[config.mk]
export PLATFORM = sky130hd
export DESIGN_NAME = serial_frame_receiver_top_flat
export DESIGN_NICKNAME = d
export VERILOG_FILES = /design/src/hw/rtl/sfr_pkg.sv /design/src/hw/rtl/sfr_channels.sv /design/src/hw/rtl/sfr_front.sv /design/src/hw/rtl/sfr_back.sv /design/src/hw/rtl/serial_frame_receiver_top.sv /design/src/flat_wrapper.sv
export SDC_FILE = /design/constraint.sdc
export NUM_CORES = 1
export LEC_CHECK = 0
export BUFFER_PORTS_ARGS = -buffer_cell sky130_fd_sc_hd__buf_2
export CORE_MARGIN = 2
export CORE_UTILIZATION = 54
export CTS_BUF_LIST = sky130_fd_sc_hd__clkbuf_4 sky130_fd_sc_hd__clkbuf_8
export DETAILED_ROUTE_END_ITERATION = 10
export GPL_TIMING_DRIVEN = 0
export PLACE_DENSITY_LB_ADDON = 0.25
export SLEW_MARGIN = 20
export SYNTH_ARGS = -nofsm -noshare
export SYNTH_HDL_FRONTEND = slang
export SYNTH_HIERARCHICAL = 1
export SYNTH_SLANG_ARGS = --single-unit
[constraint.sdc]
create_clock -name clock -period 4 [get_ports clock]
set_input_delay 0.4 -clock clock [delete_from_list [all_inputs] [get_ports clock]]
set_output_delay 0.4 -clock clock [all_outputs]
set_load 0.05 [all_outputs]
[src/hw/rtl/sfr_pkg.sv]
// ----------------------------------------------------------------------------
// sfr_pkg
// Shared types and constants of the serial frame receiver.
// ----------------------------------------------------------------------------
package sfr_pkg;

   // Input opcodes.
   localparam logic OP_BYTE = 1'b0;
   localparam logic OP_TICK = 1'b1;

   // Result event codes.
   localparam logic [2:0] EV_NONE     = 3'd0;
   localparam logic [2:0] EV_VALID    = 3'd1;
   localparam logic [2:0] EV_BAD_SUM  = 3'd2;
   localparam logic [2:0] EV_OWN_ECHO = 3'd3;
   localparam logic [2:0] EV_RUNT     = 3'd4;

   // Configuration register indexes.
   localparam logic [1:0] CSR_OWN_ADDRESS  = 2'd0;
   localparam logic [1:0] CSR_LINK_TIMEOUT = 2'd1;
   localparam logic [1:0] CSR_STARTUP_HOLD = 2'd2;

   // Configuration reset values.
   localparam logic [7:0]  OWN_ADDRESS_RESET  = 8'h20;
   localparam logic [15:0] LINK_TIMEOUT_RESET = 16'd1000;
   localparam logic [15:0] STARTUP_HOLD_RESET = 16'd1000;

   // Framing bytes and limits.
   localparam logic [7:0]  SYNC_FIRST   = 8'h55;
   localparam logic [7:0]  SYNC_SECOND  = 8'hAA;
   localparam logic [15:0] SUM_INVERT   = 16'hFFFF;
   localparam logic [15:0] COUNTER_MAX  = 16'hFFFF;
   localparam logic [7:0]  LENGTH_MAX   = 8'd255;

   // One classified word waiting in the queue between front and back.
   typedef struct packed {
      logic       is_tick;
      logic       is_second_sync;
      logic [7:0] rx_byte;
   } item_type;

   // Queue head as seen by the back end.
   typedef struct packed {
      logic     valid;
      item_type item;
   } queue_head_type;

endpackage

[src/hw/rtl/sfr_channels.sv]
// ----------------------------------------------------------------------------
// sfr_channels
// Valid/ready channel interfaces of the serial frame receiver.
// ----------------------------------------------------------------------------
interface sfr_req_if;
   logic       valid;
   logic       ready;
   logic       opcode;
   logic [7:0] rx_byte;

   modport source (output valid, output opcode, output rx_byte, input ready);
   modport sink   (input valid, input opcode, input rx_byte, output ready);
endinterface

interface sfr_rsp_if;
   logic        valid;
   logic        ready;
   logic [2:0]  event_res;
   logic [7:0]  frame_length;
   logic [7:0]  address;
   logic [7:0]  command;
   logic [7:0]  argument;
   logic [15:0] received_checksum;
   logic        connected;

   modport source (output valid, output event_res, output frame_length, output address,
                   output command, output argument, output received_checksum,
                   output connected, input ready);
   modport sink   (input valid, input event_res, input frame_length, input address,
                   input command, input argument, input received_checksum,
                   input connected, output ready);
endinterface

interface sfr_csr_if;
   logic        valid;
   logic        ready;
   logic [1:0]  index;
   logic [15:0] data;

   modport source (output valid, output index, output data, input ready);
   modport sink   (input valid, input index, input data, output ready);
endinterface

[src/hw/rtl/sfr_front.sv]
// ----------------------------------------------------------------------------
// sfr_front
// Accepts input words, classifies them and holds them in a two-entry queue.
// ----------------------------------------------------------------------------
module sfr_front
   import sfr_pkg::*;
(
   input  logic           clock,
   input  logic           reset,
   sfr_req_if.sink        req_chan,
   output queue_head_type head,
   input  logic           pop
);

   item_type   entry_ff [2];
   logic       wr_ptr_ff, wr_ptr_in;
   logic       rd_ptr_ff, rd_ptr_in;
   logic [1:0] count_ff, count_in;
   logic       push;
   item_type   new_item;

   // The queue takes a word whenever it has a free entry.
   assign req_chan.ready = (count_ff != 2'd2);
   assign push           = req_chan.valid && req_chan.ready;

   // Classify the word on the way in.
   always_comb begin
      new_item.is_tick        = (req_chan.opcode == OP_TICK);
      new_item.is_second_sync = (req_chan.rx_byte == SYNC_SECOND);
      new_item.rx_byte        = req_chan.rx_byte;
   end

   assign head.valid = (count_ff != 2'd0);
   assign head.item  = entry_ff[rd_ptr_ff];

   // Pointer and fill count update.
   always_comb begin
      wr_ptr_in = push ? ~wr_ptr_ff : wr_ptr_ff;
      rd_ptr_in = pop  ? ~rd_ptr_ff : rd_ptr_ff;
      count_in  = count_ff;
      if (push && !pop) begin
         count_in = count_ff + 2'd1;
      end else if (pop && !push) begin
         count_in = count_ff - 2'd1;
      end
   end

   always_ff @(posedge clock) begin
      if (reset) begin
         wr_ptr_ff <= 1'b0;
         rd_ptr_ff <= 1'b0;
         count_ff  <= 2'd0;
      end else begin
         wr_ptr_ff <= wr_ptr_in;
         rd_ptr_ff <= rd_ptr_in;
         count_ff  <= count_in;
      end
   end

   // Queue storage needs no reset.
   always_ff @(posedge clock) begin
      if (push) begin
         entry_ff[wr_ptr_ff] <= new_item;
      end
   end

endmodule

[src/hw/rtl/sfr_back.sv]
// ----------------------------------------------------------------------------
// sfr_back
// Configuration registers, frame tracking, checksum test, link timers and the result register.
// ----------------------------------------------------------------------------
module sfr_back
   import sfr_pkg::*;
#(
   parameter int MAX_POSITION = 256
)
(
   input  logic           clock,
   input  logic           reset,
   input  queue_head_type head,
   output logic           pop,
   sfr_csr_if.sink        csr_chan,
   sfr_rsp_if.source      rsp_chan
);

   localparam int PW = $clog2(MAX_POSITION);
   localparam logic [PW-1:0] POS_LAST = PW'(MAX_POSITION - 1);

   // Configuration registers.
   logic [7:0]  own_address_ff;
   logic [15:0] link_timeout_ff;
   logic [15:0] startup_hold_ff;

   // Frame and link state.
   logic [PW-1:0] pos_ff, pos_in;
   logic [7:0]    recent_ff [3];
   logic [7:0]    recent_in [3];
   logic [7:0]    hdr_ff [3];
   logic [7:0]    hdr_in [3];
   logic [15:0]   sum_ff, sum_in;
   logic          ovf_ff, ovf_in;
   logic [15:0]   uptime_ff, uptime_in;
   logic [15:0]   since_ff, since_in;

   // Result register.
   logic          rsp_valid_ff;
   logic [2:0]    ev_ff, ev_in;
   logic [7:0]    len_ff, len_in;
   logic [7:0]    addr_ff, addr_in;
   logic [7:0]    cmd_ff, cmd_in;
   logic [7:0]    arg_ff, arg_in;
   logic [15:0]   rxsum_ff, rxsum_in;
   logic          conn_ff, conn_in;

   logic          close;
   logic [PW-1:0] flen;
   logic [16:0]   sum_ext;
   logic [15:0]   frame_sum;

   // A word is executed when the result register is free or being emptied.
   assign pop = head.valid && (!rsp_valid_ff || rsp_chan.ready);

   assign csr_chan.ready = 1'b1;

   always_ff @(posedge clock) begin
      if (reset) begin
         own_address_ff  <= OWN_ADDRESS_RESET;
         link_timeout_ff <= LINK_TIMEOUT_RESET;
         startup_hold_ff <= STARTUP_HOLD_RESET;
      end else if (csr_chan.valid) begin
         case (csr_chan.index)
            CSR_OWN_ADDRESS:  own_address_ff  <= csr_chan.data[7:0];
            CSR_LINK_TIMEOUT: link_timeout_ff <= csr_chan.data;
            CSR_STARTUP_HOLD: startup_hold_ff <= csr_chan.data;
            default: begin
            end
         endcase
      end
   end

   assign close = !head.item.is_tick && (pos_ff != '0) && (recent_ff[0] == SYNC_FIRST)
                  && head.item.is_second_sync;
   assign flen      = pos_ff - PW'(1);
   assign sum_ext   = {1'b0, sum_ff} + {9'd0, recent_ff[2]};
   assign frame_sum = {recent_ff[1], recent_ff[2]};

   // Next state and result of the word at the queue head.
   always_comb begin
      pos_in    = pos_ff;
      recent_in = recent_ff;
      hdr_in    = hdr_ff;
      sum_in    = sum_ff;
      ovf_in    = ovf_ff;
      uptime_in = uptime_ff;
      since_in  = since_ff;
      ev_in     = EV_NONE;
      len_in    = 8'd0;
      addr_in   = 8'd0;
      cmd_in    = 8'd0;
      arg_in    = 8'd0;
      rxsum_in  = 16'd0;

      if (head.item.is_tick) begin
         if (uptime_ff < startup_hold_ff) begin
            uptime_in = uptime_ff + 16'd1;
         end
         if (since_ff < COUNTER_MAX) begin
            since_in = since_ff + 16'd1;
         end
      end else begin
         if (close) begin
            len_in = (32'(flen) > 32'(LENGTH_MAX)) ? LENGTH_MAX : 8'(flen);
            if (32'(flen) > 32'd1) begin
               addr_in = hdr_ff[0];
            end
            if (32'(flen) > 32'd2) begin
               cmd_in = hdr_ff[1];
            end
            if (32'(flen) > 32'd3) begin
               arg_in = hdr_ff[2];
            end
            if (32'(flen) < 32'd4) begin
               ev_in = EV_RUNT;
            end else begin
               rxsum_in = frame_sum;
               if (ovf_ff || ((sum_ff ^ SUM_INVERT) != frame_sum)) begin
                  ev_in = EV_BAD_SUM;
               end else if (hdr_ff[0] == own_address_ff) begin
                  ev_in = EV_OWN_ECHO;
               end else begin
                  ev_in    = EV_VALID;
                  since_in = 16'd0;
               end
            end
            pos_in = '0;
            sum_in = 16'd0;
            ovf_in = 1'b0;
         end else begin
            // Capture the address, command and argument bytes.
            if (pos_ff == PW'(1)) begin
               hdr_in[0] = head.item.rx_byte;
            end
            if (pos_ff == PW'(2)) begin
               hdr_in[1] = head.item.rx_byte;
            end
            if (pos_ff == PW'(3)) begin
               hdr_in[2] = head.item.rx_byte;
            end
            // The sum trails the stream by three bytes.
            if (pos_ff >= PW'(3)) begin
               sum_in = sum_ext[15:0];
               if (sum_ext[16]) begin
                  ovf_in = 1'b1;
               end
            end
            if (pos_ff >= POS_LAST) begin
               pos_in = '0;
               sum_in = 16'd0;
               ovf_in = 1'b0;
            end else begin
               pos_in = pos_ff + PW'(1);
            end
         end
         recent_in[2] = recent_ff[1];
         recent_in[1] = recent_ff[0];
         recent_in[0] = head.item.rx_byte;
      end

      conn_in = (uptime_in >= startup_hold_ff) && (since_in < link_timeout_ff);
   end

   always_ff @(posedge clock) begin
      if (reset) begin
         pos_ff       <= '0;
         recent_ff    <= '{8'd0, 8'd0, 8'd0};
         hdr_ff       <= '{8'd0, 8'd0, 8'd0};
         sum_ff       <= 16'd0;
         ovf_ff       <= 1'b0;
         uptime_ff    <= 16'd0;
         since_ff     <= LINK_TIMEOUT_RESET;
         rsp_valid_ff <= 1'b0;
      end else begin
         if (pop) begin
            pos_ff    <= pos_in;
            recent_ff <= recent_in;
            hdr_ff    <= hdr_in;
            sum_ff    <= sum_in;
            ovf_ff    <= ovf_in;
            uptime_ff <= uptime_in;
            since_ff  <= since_in;
         end
         if (pop) begin
            rsp_valid_ff <= 1'b1;
         end else if (rsp_chan.ready) begin
            rsp_valid_ff <= 1'b0;
         end
      end
   end

   // Result payload needs no reset.
   always_ff @(posedge clock) begin
      if (pop) begin
         ev_ff    <= ev_in;
         len_ff   <= len_in;
         addr_ff  <= addr_in;
         cmd_ff   <= cmd_in;
         arg_ff   <= arg_in;
         rxsum_ff <= rxsum_in;
         conn_ff  <= conn_in;
      end
   end

   assign rsp_chan.valid             = rsp_valid_ff;
   assign rsp_chan.event_res         = ev_ff;
   assign rsp_chan.frame_length      = len_ff;
   assign rsp_chan.address           = addr_ff;
   assign rsp_chan.command           = cmd_ff;
   assign rsp_chan.argument          = arg_ff;
   assign rsp_chan.received_checksum = rxsum_ff;
   assign rsp_chan.connected         = conn_ff;

endmodule

[src/hw/rtl/serial_frame_receiver_top.sv]
// ----------------------------------------------------------------------------
// serial_frame_receiver_top
// Header-delimited serial frame receiver with inverted-sum checksum.
// ----------------------------------------------------------------------------
// The block takes one word per clock cycle (a received byte or a millisecond
// tick) and returns exactly one result word per input word, in order. An
// accepted word goes into a two-entry queue in the front end; the back end
// executes one queued word per cycle into a result register, so without a
// stall the result is valid right after the clock edge that follows the
// accepting edge, and the sustained rate is one word per cycle as long as the
// result side keeps up. The configuration port is always ready and takes
// effect on the next executed word.
module serial_frame_receiver_top
   import sfr_pkg::*;
#(
   parameter int MAX_POSITION = 256
)
(
   input  logic      clock,
   input  logic      reset,
   sfr_req_if.sink   req_chan,
   sfr_rsp_if.source rsp_chan,
   sfr_csr_if.sink   csr_chan
);

   queue_head_type head;
   logic           pop;

   // Front end: accept, classify and queue.
   sfr_front u_front (
      .clock    (clock),
      .reset    (reset),
      .req_chan (req_chan),
      .head     (head),
      .pop      (pop)
   );

   // Back end: frame tracking and results.
   sfr_back #(
      .MAX_POSITION (MAX_POSITION)
   ) u_back (
      .clock    (clock),
      .reset    (reset),
      .head     (head),
      .pop      (pop),
      .csr_chan (csr_chan),
      .rsp_chan (rsp_chan)
   );

endmodule

[src/flat_wrapper.sv]
// flat-port wrapper written by rule: the top's interface ports become plain ports
module serial_frame_receiver_top_flat import sfr_pkg::*;
#(
   parameter int MAX_POSITION = 256
)
  (clock, reset, req_chan_valid, req_chan_opcode, req_chan_rx_byte, req_chan_ready, rsp_chan_valid, rsp_chan_event_res, rsp_chan_frame_length, rsp_chan_address, rsp_chan_command, rsp_chan_argument, rsp_chan_received_checksum, rsp_chan_connected, rsp_chan_ready, csr_chan_valid, csr_chan_index, csr_chan_data, csr_chan_ready);
  sfr_req_if req_chan_i ();
  sfr_rsp_if rsp_chan_i ();
  sfr_csr_if csr_chan_i ();
  input  logic clock;
  input  logic reset;
  input wire logic [$bits(req_chan_i.valid)-1:0] req_chan_valid;
  input wire logic [$bits(req_chan_i.opcode)-1:0] req_chan_opcode;
  input wire logic [$bits(req_chan_i.rx_byte)-1:0] req_chan_rx_byte;
  output wire logic [$bits(req_chan_i.ready)-1:0] req_chan_ready;
  output wire logic [$bits(rsp_chan_i.valid)-1:0] rsp_chan_valid;
  output wire logic [$bits(rsp_chan_i.event_res)-1:0] rsp_chan_event_res;
  output wire logic [$bits(rsp_chan_i.frame_length)-1:0] rsp_chan_frame_length;
  output wire logic [$bits(rsp_chan_i.address)-1:0] rsp_chan_address;
  output wire logic [$bits(rsp_chan_i.command)-1:0] rsp_chan_command;
  output wire logic [$bits(rsp_chan_i.argument)-1:0] rsp_chan_argument;
  output wire logic [$bits(rsp_chan_i.received_checksum)-1:0] rsp_chan_received_checksum;
  output wire logic [$bits(rsp_chan_i.connected)-1:0] rsp_chan_connected;
  input wire logic [$bits(rsp_chan_i.ready)-1:0] rsp_chan_ready;
  input wire logic [$bits(csr_chan_i.valid)-1:0] csr_chan_valid;
  input wire logic [$bits(csr_chan_i.index)-1:0] csr_chan_index;
  input wire logic [$bits(csr_chan_i.data)-1:0] csr_chan_data;
  output wire logic [$bits(csr_chan_i.ready)-1:0] csr_chan_ready;
  assign req_chan_i.valid = req_chan_valid;
  assign req_chan_i.opcode = req_chan_opcode;
  assign req_chan_i.rx_byte = req_chan_rx_byte;
  assign req_chan_ready = req_chan_i.ready;
  assign rsp_chan_valid = rsp_chan_i.valid;
  assign rsp_chan_event_res = rsp_chan_i.event_res;
  assign rsp_chan_frame_length = rsp_chan_i.frame_length;
  assign rsp_chan_address = rsp_chan_i.address;
  assign rsp_chan_command = rsp_chan_i.command;
  assign rsp_chan_argument = rsp_chan_i.argument;
  assign rsp_chan_received_checksum = rsp_chan_i.received_checksum;
  assign rsp_chan_connected = rsp_chan_i.connected;
  assign rsp_chan_i.ready = rsp_chan_ready;
  assign csr_chan_i.valid = csr_chan_valid;
  assign csr_chan_i.index = csr_chan_index;
  assign csr_chan_i.data = csr_chan_data;
  assign csr_chan_ready = csr_chan_i.ready;
  serial_frame_receiver_top #(.MAX_POSITION(MAX_POSITION)) u_core (.clock(clock), .reset(reset), .req_chan(req_chan_i), .rsp_chan(rsp_chan_i), .csr_chan(csr_chan_i));
endmodule
==> report_table.html <==
<table>
<tr><th>Metric</th><th>Value</th></tr>
<tr><th colspan="2">Route</th></tr>
<tr><td>Routed Antenna Nets</td><td>0</td></tr>
<tr><td>Mean number of vias per cell</td><td>5.58</td></tr>
<tr><td>DRC marker count from the first detailed-route iteration</td><td>610</td></tr>
<tr><td>DR WL met2</td><td>12800 um</td></tr>
<tr><td>DRC violations left</td><td>0</td></tr>
<tr><td>Met3 Routed Length</td><td>1160 um</td></tr>
<tr><td>Total iterations of the first detailed-routing run</td><td>5</td></tr>
<tr><td>Post-detailed-route wirelength per cell</td><td>16.5 um</td></tr>
<tr><td>Number of vias in the routed layout</td><td>8951</td></tr>
<tr><td>Top layer used by detailed routing</td><td>met4</td></tr>
<tr><td>Routed length on met1</td><td>11800 um</td></tr>
<tr><td>Total Wirelength</td><td>26400 um</td></tr>
<tr><th colspan="2">Clocking</th></tr>
<tr><td>Maximum clock path buffer count</td><td>3</td></tr>
<tr><td>Number of buffers added by the clock tree synthesis step</td><td>36</td></tr>
<tr><td>Clock latency at the later pin of the worst-skew pair</td><td>530 ps</td></tr>
<tr><td>Quantity of hold-fixing buffers added after cts</td><td>0</td></tr>
<tr><td>CTS Root Cell</td><td>clkbuf_8</td></tr>
<tr><td>H-tree levels</td><td>2</td></tr>
<tr><td>Worst-path clk slew</td><td>70 ps</td></tr>
<tr><td>Sink count of the clock tree</td><td>223</td></tr>
<tr><td>CTS tree</td><td>yes</td></tr>
<tr><th colspan="2">STA</th></tr>
<tr><td>Hold Fails Final Rpt</td><td>0</td></tr>
<tr><td>Period minus WS final</td><td>3860 ps</td></tr>
<tr><td>Share of the clock period used by the worst path after layout</td><td>96.5%</td></tr>
<tr><td>Max-slew violation count</td><td>0</td></tr>
<tr><td>Setup violators final</td><td>0</td></tr>
<tr><td>RSZ-0062 raised after global routing</td><td>no</td></tr>
<tr><td>Final Skew</td><td>27.7 ps</td></tr>
<tr><td>Setup slack of the critical path after layout</td><td>139 ps</td></tr>
<tr><td>Slew Limit Headroom</td><td>45.8%</td></tr>
<tr><td>Worst hold slack after final layout</td><td>87.1 ps</td></tr>
<tr><td>Top achievable clock speed</td><td>0.259 GHz</td></tr>
<tr><td>Transition time at the pin with the least slew margin</td><td>807 ps</td></tr>
<tr><th colspan="2">Worst setup path</th></tr>
<tr><td>Crit Reg-Reg Startpoint</td><td>u_core/u_back/pos_ff[1]</td></tr>
<tr><td>Cell repeated most along the worst path</td><td>a21o_1</td></tr>
<tr><td>Top Family by Delay on Critical Path</td><td>compound AO/OA/AOI/OAI gates</td></tr>
<tr><td>Launching element type of the critical path</td><td>register</td></tr>
<tr><td>Register-to-register setup slack</td><td>140 ps</td></tr>
<tr><td>Critical path peak fanout</td><td>10</td></tr>
<tr><td>Critical path buffer and inverter count</td><td>2</td></tr>
<tr><td>Crit path kind</td><td>reg -&gt; reg</td></tr>
<tr><td>Critical register-to-register path endpoint</td><td>u_core/u_back/rsp_chan.connected</td></tr>
<tr><td>Slowest stage cell on the critical path</td><td>or4_4</td></tr>
<tr><td>Biggest cell delay along the critical path</td><td>480 ps</td></tr>
<tr><td>Endpoint kind of the worst setup timing path</td><td>register</td></tr>
<tr><td>Cells along the critical path</td><td>inv_6 -&gt; ha_4 -&gt; or3b_4 -&gt; o211a_1 -&gt; o311a_4 -&gt; or4_4 -&gt; buf_6 -&gt; nand3_1 -&gt; o21ai_1 -&gt; ha_1 -&gt; a21o_1 -&gt; a21o_1 -&gt; a221o_1 -&gt; a21oi_1 -&gt; and4bb_1</td></tr>
<tr><td>Required time at the worst-slack endpoint</td><td>4390 ps</td></tr>
<tr><td>Endpoint arrival time on the critical path</td><td>4250 ps</td></tr>
<tr><td>Worst reg-to-reg path cell count</td><td>15</td></tr>
<tr><th colspan="2">Logic synthesis</th></tr>
<tr><td>Primary flip-flop cell chosen by synthesis mapping</td><td>dfxtp_1</td></tr>
<tr><td>Top cell types by occurrence after synthesis</td><td>dfxtp_1, nand2_1, nor2_1</td></tr>
<tr><td>Unique cell type count in the Yosys netlist</td><td>68</td></tr>
<tr><td>Flops &amp; latches, synth</td><td>223</td></tr>
<tr><td>Synthesized area</td><td>11000 um^2</td></tr>
<tr><td>Async set or reset register ratio after synthesis</td><td>0%</td></tr>
<tr><td>Cell accounting for the most synthesized area</td><td>dfxtp_1</td></tr>
<tr><td>Most area-consuming cells after synthesis</td><td>dfxtp_1, edfxtp_1, ha_1</td></tr>
<tr><td>Synth Area per Inst</td><td>9.37 um^2</td></tr>
<tr><td>Fraction of synthesized cell area taken by the top area cell type</td><td>27.5%</td></tr>
<tr><td>Number of flops mapped to enable cells by yosys</td><td>72</td></tr>
<tr><td>Post-synthesis sequential area ratio</td><td>47.1%</td></tr>
<tr><td>Most common cell in the netlist</td><td>dfxtp_1</td></tr>
<tr><td>Post-Syn Nets</td><td>1271</td></tr>
<tr><td>Number of instances in the synthesized netlist</td><td>1174</td></tr>
<tr><td>Warnings, synthesis</td><td>6</td></tr>
<tr><th colspan="2">Layout</th></tr>
<tr><td>Total Nets Final</td><td>1403</td></tr>
<tr><td>Area used by multi-input combinational logic</td><td>5500 um^2</td></tr>
<tr><td>Ratio of cells with drive above 1 in the final layout</td><td>15.8%</td></tr>
<tr><td>Sequential standard cell area</td><td>5190 um^2</td></tr>
<tr><td>P&amp;R area growth vs syn</td><td>15.8%</td></tr>
<tr><td>Number of fillers in the final layout</td><td>1680</td></tr>
<tr><td>Number of inserted diodes</td><td>0</td></tr>
<tr><th colspan="2">Pwr</th></tr>
<tr><td>Sequential group share of total power</td><td>40.1%</td></tr>
<tr><td>Power per cell area</td><td>557 nW/um^2</td></tr>
<tr><td>Leakage</td><td>5.27 nW</td></tr>
<tr><td>Net switching power of the design</td><td>0.00267 W</td></tr>
<tr><td>Switching Share</td><td>37.6%</td></tr>
<tr><td>Clock network fraction of total power</td><td>28.5%</td></tr>
<tr><td>Combinational fraction of design power</td><td>31.4%</td></tr>
<tr><td>Power Total</td><td>0.00709 W</td></tr>
<tr><td>Internal Pwr Total</td><td>0.00442 W</td></tr>
<tr><td>Maximum vdd ir drop</td><td>405 uV</td></tr>
<tr><th colspan="2">Floorplanning</th></tr>
<tr><td>Effective utilization at floorplan</td><td>54.7%</td></tr>
<tr><td>Count of boundary I/O pins</td><td>87</td></tr>
<tr><td>Die Y-Extent</td><td>147 um</td></tr>
<tr><td>Chip Width</td><td>147 um</td></tr>
<tr><td>Number of rows in the core area</td><td>52</td></tr>
<tr><td>Floorplan die area</td><td>21500 um^2</td></tr>
<tr><td>Std-Cell Core Area</td><td>20100 um^2</td></tr>
<tr><th colspan="2">GRT</th></tr>
<tr><td>Number of antenna violations at the first check in global routing</td><td>0</td></tr>
<tr><td>Total routing resource utilization after global routing</td><td>24.5%</td></tr>
<tr><td>Maximum number of pins on one net before global-route repair</td><td>47</td></tr>
<tr><td>Global-route wire length before repair</td><td>42700 um</td></tr>
<tr><td>Number of global-route vias before repair</td><td>8506</td></tr>
<tr><td>Global-route congestion overflow total</td><td>0</td></tr>
<tr><th colspan="2">Placed design</th></tr>
<tr><td>Worst slack at placement</td><td>-507 ps</td></tr>
<tr><td>Detailed-placement wirelength estimate</td><td>19100 um</td></tr>
<tr><td>Port Buf Inserts</td><td>85</td></tr>
<tr><td>Weighted congestion reported at the end of routability-driven placement</td><td>0.889</td></tr>
<tr><th colspan="2">Status</th></tr>
<tr><td>Result of the run</td><td>finished, final reports clean</td></tr>
<tr><th colspan="2">Hold path</th></tr>
<tr><td>Origin of the worst min-delay path</td><td>req_chan_rx_byte[0]</td></tr>
<tr><td>Type of the most critical hold path</td><td>in -&gt; reg</td></tr>
<tr><td>Hold worst-path end</td><td>u_core/u_front/entry_ff[1][0]</td></tr>
<tr><td>Hold depth</td><td>1</td></tr>
<tr><th colspan="2">Run</th></tr>
<tr><td>Number of maximum-capacitance violations</td><td>0</td></tr>
</table>
cells in the final DEF, fill, tap and decap left out, types with 14 or more instances in the layout:
master	synthesis	final
nand2_1	138	138
dfxtp_1	151	149
xnor2_1	31	31
edfxtp_1	72	72
and2_1	46	46
clkbuf_1	46	40
inv_1	51	49
buf_2	4	86
xor2_1	26	26
clkbuf_4	0	17
ha_1	64	63
o21ai_0	32	30
mux2i_1	34	34
a21o_1	15	15
clkbuf_8	0	40
nor3_1	15	15
a21oi_1	100	98
nand4_1	20	20
o211ai_1	14	14
nand3_1	41	41
nor2_1	107	107
flip-flops by register name, indices dropped and copies added (netlist names), 2 cells and up, named ones only:
register and cells:
u_core/u_back/hdr_ff 24, u_core/u_front/entry_ff 20, u_core/u_back/frame_sum 16, u_core/u_back/link_timeout_ff 16
u_core/u_back/rsp_chan.received_checksum 16, u_core/u_back/since_ff 16, u_core/u_back/startup_hold_ff 16, u_core/u_back/sum_ff 16
u_core/u_back/uptime_ff 16, u_core/u_back/own_address_ff 8, u_core/u_back/pos_ff 8, u_core/u_back/recent_ff 8
u_core/u_back/rsp_chan.address 8, u_core/u_back/rsp_chan.argument 8, u_core/u_back/rsp_chan.command 8, u_core/u_back/rsp_chan.frame_length 8
u_core/u_back/rsp_chan.event_res 3, u_core/u_front/count_ff 2
power groups by stage:
stage / sequential, W / clock, W / combinational (W)
2_1_floorplan: 0.00354 / 0 / 0.000901
3_3_place_gp: 0.00292 / 0 / 0.00210
3_5_place_dp: 0.00289 / 0 / 0.00216
4_1_cts: 0.00285 / 0.00206 / 0.00220
5_1_grt: 0.00287 / 0.00216 / 0.00237
6_report: 0.00284 / 0.00202 / 0.00223
metrics by stage:
stage	TNS (ps)	utilization, %	cells	instance area, um^2
2_1_floorplan	0	-	1174	11000
3_3_place_gp	-1950	58.6	1529	11800
3_5_place_dp	-507	58.7	1530	11800
4_1_cts	0	63.0	1600	12700
5_1_grt	0	63.4	1603	12700
6_report	0	63.4	1603	12700
how the worst max path moves through the flow:
stage                                        to  cells past startpoint                               from  slack [ps]
4_1_cts        u_core/u_back/rsp_chan.connected                     16  u_core/u_back/startup_hold_ff[15]           7
3_3_place_gp         u_core/u_front/count_ff[1]                      9                     rsp_chan_ready        -620
6_report       u_core/u_back/rsp_chan.connected                     15            u_core/u_back/pos_ff[1]         140
2_1_floorplan  u_core/u_back/rsp_chan.connected                     17            u_core/u_back/pos_ff[0]           6
3_5_place_dp   u_core/u_back/rsp_chan.connected                     16            u_core/u_back/pos_ff[1]        -510
5_1_grt        u_core/u_back/rsp_chan.connected                     14         u_core/u_back/frame_sum[5]           9
routing by layer:
| metal | up-vias | track usage [%] |
|---|---|---|
| met3 | 55 | 3.57 |
| met5 | - | 0 |
| met1 | 4251 | 31.7 |
| met4 | 0 | 8.88 |
| li1 | 4429 | - |
| met2 | 216 | 42.0 |
logic make-up (layout without fill, tap and decap cells):
family	Yosys count	count (layout)	share of synthesized area (%)
mux	46	46	4.32
xor+xnor	57	57	4.54
compound gates	228	228	12.7
other cells	1	1	0.0341
flops	223	223	47.1
buf+inv	108	267	3.77
simple gates	446	446	20.0
fa+ha+maj	65	65	7.46
final cells by class:
cell class / instances / share of cell area (%)
Clock inverter: 9 / 0.589
Tap cell: 270 / 2.65
Buffer: 54 / 1.89
Inverter: 52 / 1.61
Multi-Input combinational cell: 843 / 43.1
Timing Repair Buffer: 96 / 4.09
Clock buffer: 56 / 5.27
Sequential cell: 223 / 40.8
worst reg2reg max path, stage by stage, from the launching register on:
cell	delay (ps)
dfxtp_4	370
inv_6	80
ha_4	150
or3b_4	400
o211a_1	220
o311a_4	310
or4_4	490
buf_6	180
nand3_1	80
o21ai_1	80
ha_1	310
a21o_1	170
a21o_1	180
a221o_1	380
a21oi_1	120
and4bb_1	210
timing repair:
item	in CTS	in global routing
resized for setup	25	18
buffers inserted	6	4
endpoints found under the setup margin	1	1
gates cloned	0	0
endpoints found under the hold margin	0	0
pin swaps	2	10
No activity file was read; power rests on OpenSTA's default activity.
